--- config.mk ---
export PLATFORM = sky130hd
export DESIGN_NAME = pattern_sidechain_ducker
export DESIGN_NICKNAME = d
export VERILOG_FILES = /design/src/rtl/psd_pkg.sv /design/src/rtl/psd_regs.sv /design/src/rtl/psd_ctrl.sv /design/src/rtl/psd_dpath.sv /design/src/rtl/pattern_sidechain_ducker.sv
export SDC_FILE = /design/constraint.sdc
export NUM_CORES = 1
export LEC_CHECK = 0
export BUFFER_PORTS_ARGS = -buffer_cell sky130_fd_sc_hd__buf_4
export CORE_MARGIN = 2
export CORE_UTILIZATION = 60
export CTS_BUF_LIST = sky130_fd_sc_hd__clkbuf_4 sky130_fd_sc_hd__clkbuf_8 sky130_fd_sc_hd__clkbuf_16
export DETAILED_ROUTE_END_ITERATION = 16
export PLACE_DENSITY_LB_ADDON = 0.15
export SLEW_MARGIN = 0
export SYNTH_ARGS = -nofsm -noshare
export SYNTH_HDL_FRONTEND = slang
export SYNTH_HIERARCHICAL = 1
export SYNTH_SLANG_ARGS = --single-unit
--- constraint.sdc ---
create_clock -name clk_i -period 11.1 [get_ports clk_i]
set_input_delay 1.665 -clock clk_i [delete_from_list [all_inputs] [get_ports clk_i]]
set_output_delay 1.665 -clock clk_i [all_outputs]
set_load 0.02 [all_outputs]
--- src/rtl/psd_pkg.sv ---
// Shared types and constants of the pattern sidechain ducker.
// Holds the register map, control/status structs and the alpha lookup table.
// Depends on nothing.
package psd_pkg;

  localparam int unsigned DATA_W        = 32;
  localparam int unsigned ADDR_W        = 5;
  localparam int unsigned IDX_W         = 3;
  localparam int unsigned PATTERN_SLOTS = 4;
  localparam int unsigned SEL_W         = 2;
  localparam int unsigned WORD_W        = 16;
  localparam int unsigned FRAC_W        = 16;
  localparam int unsigned LEVEL_W       = 7;
  localparam int unsigned STEP_OUT_W    = 4;
  localparam int unsigned ALPHA_W       = 16;
  localparam int unsigned GAIN_W        = 23;
  localparam int unsigned SHEER_N       = 128;
  localparam int unsigned IN_TDATA_W    = 32;
  localparam int unsigned OUT_TDATA_W   = 16;

  localparam logic [LEVEL_W-1:0]   LEVEL_MAX = 7'd127;
  localparam logic [ALPHA_W:0]     ALPHA_ONE = 17'h10000;

  // Register indexes (byte address / 4)
  localparam logic [IDX_W-1:0] REG_SEL   = 3'd0;
  localparam logic [IDX_W-1:0] REG_WORD0 = 3'd1;
  localparam logic [IDX_W-1:0] REG_WORD1 = 3'd2;
  localparam logic [IDX_W-1:0] REG_WORD2 = 3'd3;
  localparam logic [IDX_W-1:0] REG_WORD3 = 3'd4;

  typedef logic [ALPHA_W-1:0] alpha_t;
  typedef alpha_t [SHEER_N-1:0] alpha_tbl_t;

  typedef struct packed {
    logic                                   sel_wr;
    logic [SEL_W-1:0]                       sel;
    logic [PATTERN_SLOTS-1:0][WORD_W-1:0]   word;
  } cfg_t;

  typedef struct packed {
    logic load_in;
    logic step_en;
    logic mul_en;
    logic sum_en;
  } cmd_t;

  typedef struct packed {
    logic step_same;
    logic pattern_ok;
    logic out_free;
  } status_t;

  // Piecewise-linear alpha in Q16, rounded to nearest from the exact ratio
  function automatic alpha_tbl_t build_alpha_table();
    alpha_tbl_t tbl;
    longint     num;
    for (int s = 0; s < SHEER_N; s++) begin
      if (s < 32) begin
        num = 64'd65536 * (32 + 9 * s);
        tbl[s] = ALPHA_W'((num + 1600) / 3200);
      end else if (s < 96) begin
        num = 64'd65536 * (64 + 3 * (s - 32));
        tbl[s] = ALPHA_W'((num + 320) / 640);
      end else begin
        num = 64'd65536 * (1240 + 59 * (s - 96));
        tbl[s] = ALPHA_W'((num + 1550) / 3100);
      end
    end
    return tbl;
  endfunction

  localparam alpha_tbl_t ALPHA_TABLE = build_alpha_table();

endpackage

--- src/rtl/psd_regs.sv ---
// APB register file of the pattern sidechain ducker: pattern select and
// the four gate pattern words. Depends on psd_pkg.
module psd_regs (
  input  logic                          clk_i,
  input  logic                          rst_ni,
  input  logic                          psel,
  input  logic                          penable,
  input  logic                          pwrite,
  input  logic [psd_pkg::ADDR_W-1:0]    paddr,
  input  logic [psd_pkg::DATA_W-1:0]    pwdata,
  output logic [psd_pkg::DATA_W-1:0]    prdata,
  output logic                          pready,
  output psd_pkg::cfg_t                 cfg_o
);

  logic [psd_pkg::SEL_W-1:0]                             sel_q, sel_d;
  logic [psd_pkg::PATTERN_SLOTS-1:0][psd_pkg::WORD_W-1:0] word_q, word_d;
  logic [psd_pkg::IDX_W-1:0]                             idx;
  logic                                                  wr_en;

  assign pready = 1'b1;
  assign idx    = paddr[psd_pkg::ADDR_W-1:2];
  assign wr_en  = psel && penable && pwrite && pready;

  always_comb begin
    sel_d  = sel_q;
    word_d = word_q;
    if (wr_en) begin
      case (idx)
        psd_pkg::REG_SEL:   sel_d     = pwdata[psd_pkg::SEL_W-1:0];
        psd_pkg::REG_WORD0: word_d[0] = pwdata[psd_pkg::WORD_W-1:0];
        psd_pkg::REG_WORD1: word_d[1] = pwdata[psd_pkg::WORD_W-1:0];
        psd_pkg::REG_WORD2: word_d[2] = pwdata[psd_pkg::WORD_W-1:0];
        psd_pkg::REG_WORD3: word_d[3] = pwdata[psd_pkg::WORD_W-1:0];
        default: ;
      endcase
    end
  end

  always_ff @(posedge clk_i or negedge rst_ni) begin
    if (!rst_ni) begin
      sel_q  <= '0;
      word_q <= '0;
    end else begin
      sel_q  <= sel_d;
      word_q <= word_d;
    end
  end

  always_comb begin
    case (idx)
      psd_pkg::REG_SEL:   prdata = psd_pkg::DATA_W'(sel_q);
      psd_pkg::REG_WORD0: prdata = psd_pkg::DATA_W'(word_q[0]);
      psd_pkg::REG_WORD1: prdata = psd_pkg::DATA_W'(word_q[1]);
      psd_pkg::REG_WORD2: prdata = psd_pkg::DATA_W'(word_q[2]);
      psd_pkg::REG_WORD3: prdata = psd_pkg::DATA_W'(word_q[3]);
      default:            prdata = '0;
    endcase
  end

  // Any write to the select register restarts step tracking
  assign cfg_o.sel_wr = wr_en && (idx == psd_pkg::REG_SEL);
  assign cfg_o.sel    = sel_q;
  assign cfg_o.word   = word_q;

endmodule

--- src/rtl/psd_ctrl.sv ---
// Sequencer of the pattern sidechain ducker: one-hot state machine that
// steps the datapath through step, multiply and sum. Depends on psd_pkg.
module psd_ctrl (
  input  logic              clk_i,
  input  logic              rst_ni,
  input  logic              in_valid_i,
  output logic              in_ready_o,
  input  psd_pkg::status_t  status_i,
  output psd_pkg::cmd_t     cmd_o
);

  typedef enum logic [3:0] {
    ST_IDLE = 4'b0001,
    ST_STEP = 4'b0010,
    ST_MUL  = 4'b0100,
    ST_SUM  = 4'b1000
  } state_e;

  state_e state_q, state_d;

  always_comb begin
    state_d = state_q;
    cmd_o   = '0;
    case (state_q)
      ST_IDLE: begin
        if (in_valid_i) begin
          cmd_o.load_in = 1'b1;
          state_d       = ST_STEP;
        end
      end
      ST_STEP: begin
        cmd_o.step_en = 1'b1;
        // drop the word when the step holds or the pattern is absent
        if (status_i.step_same || !status_i.pattern_ok) begin
          state_d = ST_IDLE;
        end else begin
          state_d = ST_MUL;
        end
      end
      ST_MUL: begin
        cmd_o.mul_en = 1'b1;
        state_d      = ST_SUM;
      end
      ST_SUM: begin
        if (status_i.out_free) begin
          cmd_o.sum_en = 1'b1;
          state_d      = ST_IDLE;
        end
      end
      default: state_d = ST_IDLE;
    endcase
  end

  assign in_ready_o = (state_q == ST_IDLE);

  always_ff @(posedge clk_i or negedge rst_ni) begin
    if (!rst_ni) begin
      state_q <= ST_IDLE;
    end else begin
      state_q <= state_d;
    end
  end

endmodule

--- src/rtl/psd_dpath.sv ---
// Datapath of the pattern sidechain ducker: step derivation, gate lookup,
// alpha blend of the smoothed level and the output register. Depends on psd_pkg.
module psd_dpath #(
  parameter int unsigned STEP_COUNT    = 16,
  parameter int unsigned PATTERN_COUNT = 4
) (
  input  logic                              clk_i,
  input  logic                              rst_ni,
  input  psd_pkg::cmd_t                     cmd_i,
  output psd_pkg::status_t                  status_o,
  input  psd_pkg::cfg_t                     cfg_i,
  input  logic [psd_pkg::FRAC_W-1:0]        frac_i,
  input  logic [psd_pkg::LEVEL_W-1:0]       depth_i,
  input  logic [psd_pkg::LEVEL_W-1:0]       sheer_i,
  output logic                              out_valid_o,
  input  logic                              out_ready_i,
  output logic [psd_pkg::LEVEL_W-1:0]       level_o,
  output logic [psd_pkg::STEP_OUT_W-1:0]    step_o
);

  localparam int unsigned SW   = $clog2(STEP_COUNT);
  localparam int unsigned PW   = $clog2(4 * STEP_COUNT + 1);
  localparam int unsigned MW   = psd_pkg::FRAC_W + PW;
  localparam int unsigned PA_W = psd_pkg::ALPHA_W + psd_pkg::LEVEL_W;
  localparam int unsigned PB_W = psd_pkg::ALPHA_W + 1 + psd_pkg::GAIN_W;
  localparam int unsigned AC_W = PB_W + 1;

  logic [psd_pkg::FRAC_W-1:0]   frac_q;
  logic [psd_pkg::LEVEL_W-1:0]  depth_q;
  logic [psd_pkg::LEVEL_W-1:0]  sheer_q;
  logic [SW-1:0]                step_q, step_d;
  logic [SW-1:0]                prev_step_q;
  logic                         prev_valid_q, prev_valid_d;
  logic [psd_pkg::ALPHA_W-1:0]  alpha_q;
  logic [PA_W-1:0]              prod_a_q;
  logic [PB_W-1:0]              prod_b_q;
  logic [psd_pkg::GAIN_W-1:0]   gain_q, gain_d;
  logic                         out_valid_q, out_valid_d;
  logic [psd_pkg::LEVEL_W-1:0]  level_q, level_d;
  logic [psd_pkg::STEP_OUT_W-1:0] step_out_q;

  logic [MW-1:0]                scaled_full;
  logic [PW-1:0]                wrap;
  logic [psd_pkg::WORD_W-1:0]   word;
  logic                         gate;
  logic [psd_pkg::LEVEL_W-1:0]  target;
  logic [AC_W-1:0]              acc;
  logic [psd_pkg::GAIN_W:0]     rounded;
  logic [psd_pkg::GAIN_W-psd_pkg::FRAC_W:0] level_wide;

  // Step: (floor(4*N*frac / 2^16) + 1) mod N, wrapped by repeated subtraction
  always_comb begin
    scaled_full = MW'(frac_q) * MW'(4 * STEP_COUNT);
    wrap        = scaled_full[MW-1:psd_pkg::FRAC_W] + PW'(1);
    for (int i = 0; i < 4; i++) begin
      if (wrap >= PW'(STEP_COUNT)) begin
        wrap = wrap - PW'(STEP_COUNT);
      end
    end
    step_d = SW'(wrap);
  end

  assign status_o.step_same  = prev_valid_q && (step_d == prev_step_q);
  assign status_o.pattern_ok = ({1'b0, cfg_i.sel} < 3'(PATTERN_COUNT));
  assign status_o.out_free   = !out_valid_q || out_ready_i;

  // Gate lookup: steps past the pattern word read as gate off
  assign word   = cfg_i.word[cfg_i.sel];
  assign gate   = ((step_q >> 4) == '0) && word[4'(step_q)];
  assign target = gate ? psd_pkg::LEVEL_MAX : (psd_pkg::LEVEL_MAX - depth_q);

  // Blend and round
  assign acc        = AC_W'({prod_a_q, psd_pkg::FRAC_W'(0)})
                      + AC_W'(prod_b_q) + AC_W'(32768);
  assign gain_d     = acc[psd_pkg::GAIN_W+psd_pkg::FRAC_W-1:psd_pkg::FRAC_W];
  assign rounded    = {1'b0, gain_d} + (psd_pkg::GAIN_W+1)'(32768);
  assign level_wide = rounded[psd_pkg::GAIN_W:psd_pkg::FRAC_W];
  assign level_d    = (level_wide > 8'(psd_pkg::LEVEL_MAX)) ? psd_pkg::LEVEL_MAX
                                                          : level_wide[psd_pkg::LEVEL_W-1:0];

  always_comb begin
    prev_valid_d = prev_valid_q;
    if (cfg_i.sel_wr) begin
      prev_valid_d = 1'b0;
    end else if (cmd_i.step_en) begin
      prev_valid_d = 1'b1;
    end
  end

  always_comb begin
    out_valid_d = out_valid_q;
    if (cmd_i.sum_en) begin
      out_valid_d = 1'b1;
    end else if (out_ready_i) begin
      out_valid_d = 1'b0;
    end
  end

  always_ff @(posedge clk_i or negedge rst_ni) begin
    if (!rst_ni) begin
      prev_step_q  <= '0;
      prev_valid_q <= 1'b0;
      gain_q       <= '0;
      out_valid_q  <= 1'b0;
    end else begin
      prev_valid_q <= prev_valid_d;
      out_valid_q  <= out_valid_d;
      if (cmd_i.step_en) begin
        prev_step_q <= step_d;
      end
      if (cmd_i.sum_en) begin
        gain_q <= gain_d;
      end
    end
  end

  always_ff @(posedge clk_i) begin
    if (cmd_i.load_in) begin
      frac_q  <= frac_i;
      depth_q <= depth_i;
      sheer_q <= sheer_i;
    end
    if (cmd_i.step_en) begin
      step_q  <= step_d;
      alpha_q <= psd_pkg::ALPHA_TABLE[sheer_q];
    end
    if (cmd_i.mul_en) begin
      prod_a_q <= PA_W'(alpha_q) * PA_W'(target);
      prod_b_q <= PB_W'(psd_pkg::ALPHA_ONE - (psd_pkg::ALPHA_W+1)'(alpha_q)) * PB_W'(gain_q);
    end
    // hold the output word while it waits, even as the next word is stepped
    if (cmd_i.sum_en) begin
      level_q    <= level_d;
      step_out_q <= psd_pkg::STEP_OUT_W'(step_q);
    end
  end

  assign out_valid_o = out_valid_q;
  assign level_o     = level_q;
  assign step_o      = step_out_q;

endmodule

--- src/rtl/pattern_sidechain_ducker.sv ---
// Top level of the pattern sidechain ducker: stream ports, APB register port,
// sequencer and datapath. Depends on psd_pkg, psd_regs, psd_ctrl, psd_dpath.

// Each input word carries the phase within the quantum, a ducking depth and a
// slope selector. The block derives the pattern step (4*STEP_COUNT steps per
// quantum, taken modulo STEP_COUNT, with a one-step lead); when the step
// changes, or after reset or a write to the pattern select register, the gate
// bit of the active pattern picks a target of 127 (gate on) or 127-depth (gate
// off), the smoothed Q7.16 level moves toward it by a sheer-dependent alpha,
// and one output word carries the rounded level and the step. A word whose
// step equals the previous one, or that arrives while the selected pattern is
// not present, gives no output. A word that produces a level passes through
// capture, step and alpha lookup, the two blend multiplies and the accumulate
// into the level register before the next word is accepted; a word without
// output returns to idle after the step. The output word sits in its own
// register, so the sum cycle only waits when an earlier output word has not
// yet been taken. Registers: 0x00 pattern select, 0x04..0x10 pattern words
// 0..3 (bit n = step n).
module pattern_sidechain_ducker #(
  parameter int unsigned STEP_COUNT    = 16,
  parameter int unsigned PATTERN_COUNT = 4
) (
  input  logic                                clk_i,
  input  logic                                rst_ni,
  // stream in
  input  logic                                s_axis_tvalid,
  output logic                                s_axis_tready,
  // [15:0] phase_fraction, [22:16] duck_depth, [29:23] slope_sheer
  input  logic [psd_pkg::IN_TDATA_W-1:0]      s_axis_tdata,
  // stream out
  output logic                                m_axis_tvalid,
  input  logic                                m_axis_tready,
  // [6:0] gain_level, [10:7] step_number
  output logic [psd_pkg::OUT_TDATA_W-1:0]     m_axis_tdata,
  // APB configuration
  input  logic                                psel,
  input  logic                                penable,
  input  logic                                pwrite,
  input  logic [psd_pkg::ADDR_W-1:0]          paddr,
  input  logic [psd_pkg::DATA_W-1:0]          pwdata,
  output logic [psd_pkg::DATA_W-1:0]          prdata,
  output logic                                pready
);

  psd_pkg::cfg_t                      cfg;
  psd_pkg::cmd_t                      cmd;
  psd_pkg::status_t                   status;
  logic [psd_pkg::LEVEL_W-1:0]        level;
  logic [psd_pkg::STEP_OUT_W-1:0]     step_num;

  psd_regs u_regs (
    .clk_i   (clk_i),
    .rst_ni  (rst_ni),
    .psel    (psel),
    .penable (penable),
    .pwrite  (pwrite),
    .paddr   (paddr),
    .pwdata  (pwdata),
    .prdata  (prdata),
    .pready  (pready),
    .cfg_o   (cfg)
  );

  psd_ctrl u_ctrl (
    .clk_i      (clk_i),
    .rst_ni     (rst_ni),
    .in_valid_i (s_axis_tvalid),
    .in_ready_o (s_axis_tready),
    .status_i   (status),
    .cmd_o      (cmd)
  );

  psd_dpath #(
    .STEP_COUNT    (STEP_COUNT),
    .PATTERN_COUNT (PATTERN_COUNT)
  ) u_dpath (
    .clk_i       (clk_i),
    .rst_ni      (rst_ni),
    .cmd_i       (cmd),
    .status_o    (status),
    .cfg_i       (cfg),
    .frac_i      (s_axis_tdata[15:0]),
    .depth_i     (s_axis_tdata[22:16]),
    .sheer_i     (s_axis_tdata[29:23]),
    .out_valid_o (m_axis_tvalid),
    .out_ready_i (m_axis_tready),
    .level_o     (level),
    .step_o      (step_num)
  );

  // pack output word, zero the spare bits
  assign m_axis_tdata = {5'b0, step_num, level};

  // An accepted word keeps the input closed for at least the next cycle
  a_busy_after_accept : assert property (@(posedge clk_i) disable iff (!rst_ni)
    s_axis_tvalid && s_axis_tready |=> !s_axis_tready)
    else $error("input open right after accepting a word");

  // A new output word only appears from the sum cycle of a busy sequence
  a_out_from_busy : assert property (@(posedge clk_i) disable iff (!rst_ni)
    $rose(m_axis_tvalid) |-> $past(!s_axis_tready))
    else $error("output word appeared while idle");

  // At most one datapath command per cycle
  a_cmd_onehot : assert property (@(posedge clk_i) disable iff (!rst_ni)
    $onehot0({cmd.load_in, cmd.step_en, cmd.mul_en, cmd.sum_en}))
    else $error("overlapping datapath commands");

  // Never overwrite an output word that has not been taken
  a_no_overwrite : assert property (@(posedge clk_i) disable iff (!rst_ni)
    cmd.sum_en |-> (!m_axis_tvalid || m_axis_tready))
    else $error("output word overwritten");

endmodule

==> results.txt, run 1 <==
Status = complete, no violations
Final #Nets = 3502
GR Overflow Total = 0
RSZ-0062 raised after global routing = false
Distinct cells, synth = 88
Period utilisation layout = 0.827
Predominant post-synthesis flop cell = dfrtp_1
Synth Cell Area = 27100 um^2
Iteration-0 DRC Markers = 1182
H-tree depth = 4
First-pass GRT wire length = 107 mm
Routed WL = 63.3 mm
Number of top-level pins = 127
Num CTS Buffers = 17
Die Width = 216 um
RePlAce Congestion = 0.904
Worst path slowest cell = xor2_2
Clock sink total = 195
Drt first pass iters = 6
CTS Hold Bufs = 0
Slew headroom = 0.216
Worst-path clk slew = 0.08 ns
Port bufs = 72
RR Startpoint = u_dpath/alpha_q[4]
Die Y = 216 um
Max Freq = 109 MHz
Slew @ Worst Pin = 1.17 ns
CTS tree = done
CTS Buffer Depth = 2
Initial antenna violation count = 0
Drt wl/cell = 18.3 um
Max Cap Viol = 0
DP Wirelength = 46.9 mm
Largest stage delay, worst path = 0.81 ns
CP most frequent cell = fa_1
Cells after synthesis = 2883
# setup viols final = 0
Count of flip-flops with a built-in enable after synthesis = 96
Pin count of the biggest net entering global routing = 67
Average size of a mapped cell = 9.40 um^2
CP startpoint = u_dpath/alpha_q[4]
CP Launch Type = flip-flop
Crit path DAT = 9.38 ns
DR DRC count = 0
Worst Skew = 0.0111 ns
Hold/Removal Path Class = reg -> reg
Layout cells sized above 1 = 0.0977
CP Class = reg -> reg
CORE AREA = 44400 um^2
Area Overhead vs Synth = 5.49%
Vias in the first global route = 21300
Pins over their slew limit = 0
Full die area = 46900 um^2
Setup Buffers After CTS = 0
GRT Overall Usage = 0.287
Seq/Total Area, Yosys = 0.198
Minimum clock period = 9.17 ns
Synth Register Bits = 195
Critical path capture point type = flip-flop
Clk_lat worst skew = 0.45 ns
Setup TNS Final = 0 ns
DR vias = 19800
Post-cts resize count = 0
FFs w/ async S/R, synth = 0.508
Critical Path RT = 11.31 ns
Rows = 77
Yosys warnings = 6
Starting Density = 0.610
Worst min-delay path startpoint = u_dpath/step_q[2]
Via density = 5.74
Final hold vios = 0
Routed Antenna Nets = 0
Critical-path maximum fanout = 13
Root Driver = clkbuf_16
==> cells in the mapped netlist (all sizes together), types with 5 or more instances <==
cell type / instances / area share
a21oi: 118 / 0.022
nand2: 405 / 0.056
edfxtp: 96 / 0.11
mux2: 88 / 0.037
and2: 186 / 0.043
xor2: 25 / 0.0081
o22ai: 5 / 0.0012
o21a: 12 / 0.0034
nor4: 8 / 0.0018
dfrtp: 98 / 0.091
nand2b: 17 / 0.0041
ha: 202 / 0.093
fa: 382 / 0.28
a31oi: 9 / 0.0021
nor2: 117 / 0.018
inv: 496 / 0.069
or3: 6 / 0.0014
buf: 49 / 0.013
o21bai: 8 / 0.0022
o31ai: 6 / 0.0017
or4: 5 / 0.0015
nand3b: 5 / 0.0014
a211oi: 21 / 0.0062
mux4: 20 / 0.017
o221ai: 7 / 0.0023
a221oi: 6 / 0.0019
nor3: 25 / 0.0050
o21ai: 84 / 0.016
xnor2: 58 / 0.019
a221o: 14 / 0.0052
a21o: 22 / 0.0061
a2111oi: 5 / 0.0016
o211ai: 11 / 0.0030
mux2i: 23 / 0.0085
nor2b: 17 / 0.0039
nand3: 24 / 0.0049
clkbuf: 128 / 0.018
and3: 9 / 0.0021
==> final timing paths <==
| path | end | slack, ns | depth (start not counted) |
|---|---|---|---|
| min in group asynchronous | u_regs/cfg_o[5] | 1.14 | 1 |
| max in group asynchronous | u_dpath/gain_q[11] | 8.74 | 2 |
| min | u_dpath/step_o[2] | 0.52 | 0 |
| max reg2reg | u_dpath/prod_b_q[34] | 1.93 | 25 |
| max | u_dpath/prod_b_q[34] | 1.93 | 25 |
| min reg2reg | u_dpath/step_o[2] | 0.52 | 0 |
==> metal layers <==
metal	vias up	track usage	routed length, um
li1	9071	-	-
met1	9915	0.374	26400
met2	686	0.492	31200
met3	124	0.0387	3790
met4	0	0.104	1890
met5	-	0	0
==> critical path: cells and delay by family (launching register included) <==
family | cells | cell delay (ns)
flip-flops | 1 | 0.61
buffers and inverters | 5 | 0.72
adder cells (fa/ha/maj) | 7 | 3.40
XOR/XNOR | 2 | 0.95
AO/OA/AOI/OAI | 4 | 1.08
AND/OR/NAND/NOR | 7 | 2.16
==> cell usage in the layout (no fill, tap or decap), drive strengths merged, types with 8 or more instances in the layout <==
cell,synthesis,routed
inv,496,503
nand2,405,405
fa,382,382
ha,202,202
and2,186,186
a21oi,118,118
nor2,117,117
buf,49,98
dfrtp,98,98
edfxtp,96,96
mux2,88,88
o21ai,84,84
xnor2,58,58
xor2,25,25
nor3,25,25
nand3,24,24
conb,4,23
mux2i,23,23
a21o,22,22
a211oi,21,21
mux4,20,20
clkbuf,128,18
nor2b,17,17
nand2b,17,17
a221o,14,14
o21a,12,12
o211ai,11,11
and3,9,9
a31oi,9,9
o21bai,8,8
nor4,8,8
==> flip-flops by register name, indices dropped and copies added, names as in the netlist <==
register              cells
u_dpath/frac_q            4
u_regs/sel_q              2
u_dpath/gain_q           23
u_regs/cfg_o             64
u_dpath/out_valid_o       1
u_dpath/depth_q           7
u_dpath/prod_a_q         23
u_dpath/step_q            4
u_dpath/prev_step_q       4
u_ctrl/state_q            4
u_dpath/level_o           7
u_dpath/prev_valid_q      1
u_dpath/sheer_q           7
u_dpath/step_o            4
u_dpath/alpha_q          16
u_dpath/prod_b_q         24
==> through the flow <==
stage / hold WS [ns] / utilization / cells / area (um^2) / setup WS, ns
after floorplan: 0.466 / - / 2902 / 27200 / 3.26
after CTS: 0.526 / 0.643 / 3447 / 28600 / 2.05
final: 0.523 / 0.643 / 3448 / 28600 / 1.93
after global routing: 0.537 / 0.643 / 3447 / 28600 / 1.55
after global placement: 0.489 / 0.629 / 3415 / 27900 / 2.12
after detailed placement: 0.503 / 0.629 / 3415 / 27900 / 2.10
==> cells by family after synthesis <==
logic type                 Yosys count  synth area share
buffers and inverters              675            0.0995
and+or+nand+nor                    842             0.150
DFF                                195             0.198
AOI/OAI and AO/OA                  369            0.0880
xor gates and xnor gates            83            0.0268
other                                4          0.000554
muxes                              131            0.0617
adders and majority gates          584             0.376
==> layout make-up <==
cell class / count / area [um^2]
diodes: 1 / 2.50
clock buffers: 18 / 450
clock inverters: 14 / 195
fillers: 3599 / 15800
inverters: 498 / 1870
multi-input cells: 2032 / 19200
flip-flops and latches: 195 / 5360
well taps: 592 / 741
repair buffers: 98 / 736
Power of run 1 is not shown: default switching activity piles up to over one toggle a cycle in this logic, so the estimate is an artifact.
==> inputs of run 2 (changes only) <==
--- a/config.mk
+++ b/config.mk
@@ -5,9 +5,10 @@
 export SDC_FILE = /design/constraint.sdc
 export NUM_CORES = 1
 export LEC_CHECK = 0
+export ABC_AREA = 1
 export BUFFER_PORTS_ARGS = -buffer_cell sky130_fd_sc_hd__buf_4
 export CORE_MARGIN = 2
-export CORE_UTILIZATION = 60
+export CORE_UTILIZATION = 59
 export CTS_BUF_LIST = sky130_fd_sc_hd__clkbuf_4 sky130_fd_sc_hd__clkbuf_8 sky130_fd_sc_hd__clkbuf_16
 export DETAILED_ROUTE_END_ITERATION = 16
 export PLACE_DENSITY_LB_ADDON = 0.15
==> constraint.sdc (replaced) <==
create_clock -name clk_i -period 8.1 [get_ports clk_i]
set_input_delay 1.215 -clock clk_i [delete_from_list [all_inputs] [get_ports clk_i]]
set_output_delay 1.215 -clock clk_i [all_outputs]
set_load 0.02 [all_outputs]
==> results.txt, run 2 <==
Status = complete, no violations
First-pass GRT wire length = 133 mm
Top-count cell post-synth = nand2_1
Synth Cell Area = 28500 um^2
Rows = 80
Largest stage delay, worst path = 0.63 ns
CTS tree = done
CP Class = reg -> reg
Mux share of post-synthesis cell area = 0
Initial antenna violation count = 1
Crit path DAT = 7.96 ns
XOR/XNOR Fraction of Synth Area = 0.0191
Predominant post-synthesis flop cell = dfrtp_1
GR Overflow Total = 0
CORE AREA = 47600 um^2
FFs w/ async S/R, synth = 0.508
Slew headroom = 0.284
Yosys top cell by area = fa_1
RSZ-0062 raised after global routing = false
RR Startpoint = u_dpath/alpha_q[8]
Period utilisation layout = 0.955
Pins over their slew limit = 0
Drt wl/cell = 19.1 um
H-tree depth = 4
Top cell type's share of synthesized area = 0.269
Largest family of logic cells by synthesized area = adder cells
Met1 Routed Length = 32.6 mm
Drt first pass iters = 7
Vias in the first global route = 25300
Compound-Gate Fraction of Synth Area = 0.0819
DR WL met2 = 40.2 mm
Die Width = 224 um
Clk_lat worst skew = 0.46 ns
Routed WL = 82.8 mm
Worst Skew = 0.0133 ns
Num CTS Buffers = 17
Antenna cells = 0
CTS Hold Bufs = 0
Simple-Gate Fraction of Synth Area = 0.225
Count of flip-flops with a built-in enable after synthesis = 96
Yosys warnings = 6
Commonest non-fill, non-tap cell in the layout = nand2_1
Port bufs = 72
Worst path slowest cell = edfxtp_1
Seq/Total Area, Yosys = 0.188
CTS Buffer Depth = 2
Hold/Removal Path Class = reg -> reg
Flop2flop setup slack = 0.37 ns
Max reg flops = 64
DR WL met3 = 6.40 mm
Top Layer Used = met5
Routed Antenna Nets = 0
Distinct cells, synth = 59
Slew @ Worst Pin = 1.07 ns
Max Cap Viol = 0
Layout cells sized above 1 = 0.0515
CP most frequent cell = inv_1
Critical Path RT = 8.32 ns
CP Launch Type = flip-flop
Critical-path maximum fanout = 14
Clock sink total = 195
Via density = 5.70
Die Y = 224 um
RePlAce Congestion = 0.998
Worst-path clk slew = 0.08 ns
Starting Density = 0.598
# setup viols final = 0
Average size of a mapped cell = 7.66 um^2
Setup Buffers After CTS = 0
Area Overhead vs Synth = 5.25%
Cells after synthesis = 3718
Final hold vios = 0
Root Driver = clkbuf_16
Setup TNS Final = 0 ns
Critical path capture point type = flip-flop
Pin count of the biggest net entering global routing = 72
Most frequent cells after synthesis = 967 x nand2_1, 736 x inv_1, 382 x fa_1
Number of top-level pins = 127
DP Wirelength = 65.0 mm
Synth Register Bits = 195
CP startpoint = u_dpath/alpha_q[8]
Iteration-0 DRC Markers = 2086
Most frequent cells in the layout = 967 x nand2_1, 735 x inv_1, 382 x fa_1
GRT Overall Usage = 0.341
Adder-Cell Fraction of Synth Area = 0.357
Post-cts resize count = 0
Max Freq = 129 MHz
Minimum clock period = 7.73 ns
Final #Nets = 4375
DR vias = 24800
Full die area = 50000 um^2
Area contributors post-synth = fa_1 27%, nand2_1 13%, edfxtp_1 10%
DR DRC count = 0
Worst min-delay path startpoint = u_dpath/gain_q[7]
==> run 2: cell count changes in the layout (fill, tap and decap cells not counted), moves of 20 or more <==
cell | previous run | this run
xnor2_1 | 52 | 21
o21ai_1 | 0 | 59
mux2_2 | 85 | 0
nand3_1 | 23 | 125
inv_1 | 496 | 735
nand4_1 | 1 | 60
and2_1 | 185 | 2
mux2i_1 | 23 | 0
nor2_1 | 113 | 330
mux4_2 | 20 | 0
o21ai_0 | 81 | 154
nand2_1 | 403 | 967
==> run 2: worst paths after layout <==
path | end | depth (start not counted)
setup / recovery | u_dpath/prod_b_q[38] | 28
hold / removal | u_dpath/gain_q[7] | 2
setup reg to reg | u_dpath/prod_b_q[38] | 28
hold reg to reg | u_dpath/gain_q[7] | 2
max in group asynchronous | u_dpath/gain_q[6] | 2
min in group asynchronous | u_regs/cfg_o[15] | 1
==> run 2: area by class of cell <==
type                            count  area [um^2]
Clock buffer                       20          472
Clock inverter                     12          153
Fill cell                        4315        17700
Inverter                          750         2820
Multi-Input combinational cell   2638        19600
Sequential cell                   195         5360
Tap cell                          615          769
Timing Repair Buffer              113          848
==> run 2: kinds of logic (layout without fill, tap and decap cells) <==
family                     Yosys count  count (layout)
AOI/OAI and AO/OA                  422             422
adders and majority gates          584             584
DFF                                195             195
buffers and inverters              904             895
and+or+nand+nor                   1547            1547
xor gates and xnor gates            62              62
other                                4              23
==> run 2: per-stage QoR <==
| step | area, um^2 | setup slack (ns) | hold WS [ns] | util | cells |
|---|---|---|---|---|---|
| 2_1_floorplan | 28500 | 1.51 | 0.424 | - | 3737 |
| 3_3_place_gp | 29300 | 0.607 | 0.471 | 0.616 | 4311 |
| 3_5_place_dp | 29300 | 0.598 | 0.475 | 0.616 | 4311 |
| 4_1_cts | 30000 | 0.544 | 0.494 | 0.629 | 4343 |
| 5_1_grt | 30000 | 0.0834 | 0.520 | 0.629 | 4343 |
| 6_report | 30000 | 0.366 | 0.494 | 0.629 | 4343 |
==> run 2: metal layers <==
| metal | vias to the layer above | global-route usage |
|---|---|---|
| met3 | 211 | 0.0488 |
| met2 | 1094 | 0.574 |
| met1 | 12100 | 0.445 |
| met4 | 2 | 0.142 |
| met5 | - | 0 |
| li1 | 11400 | - |
==> run 2: worst max-delay path, delay by kind of cell (launching register included) <==
family / cells / cell delay (ns)
adders and majority gates: 7 / 3.40
buffers and inverters: 7 / 0.89
DFF: 1 / 0.63
and+or+nand+nor: 14 / 2.58
Power of run 2 is left out for the same reason.
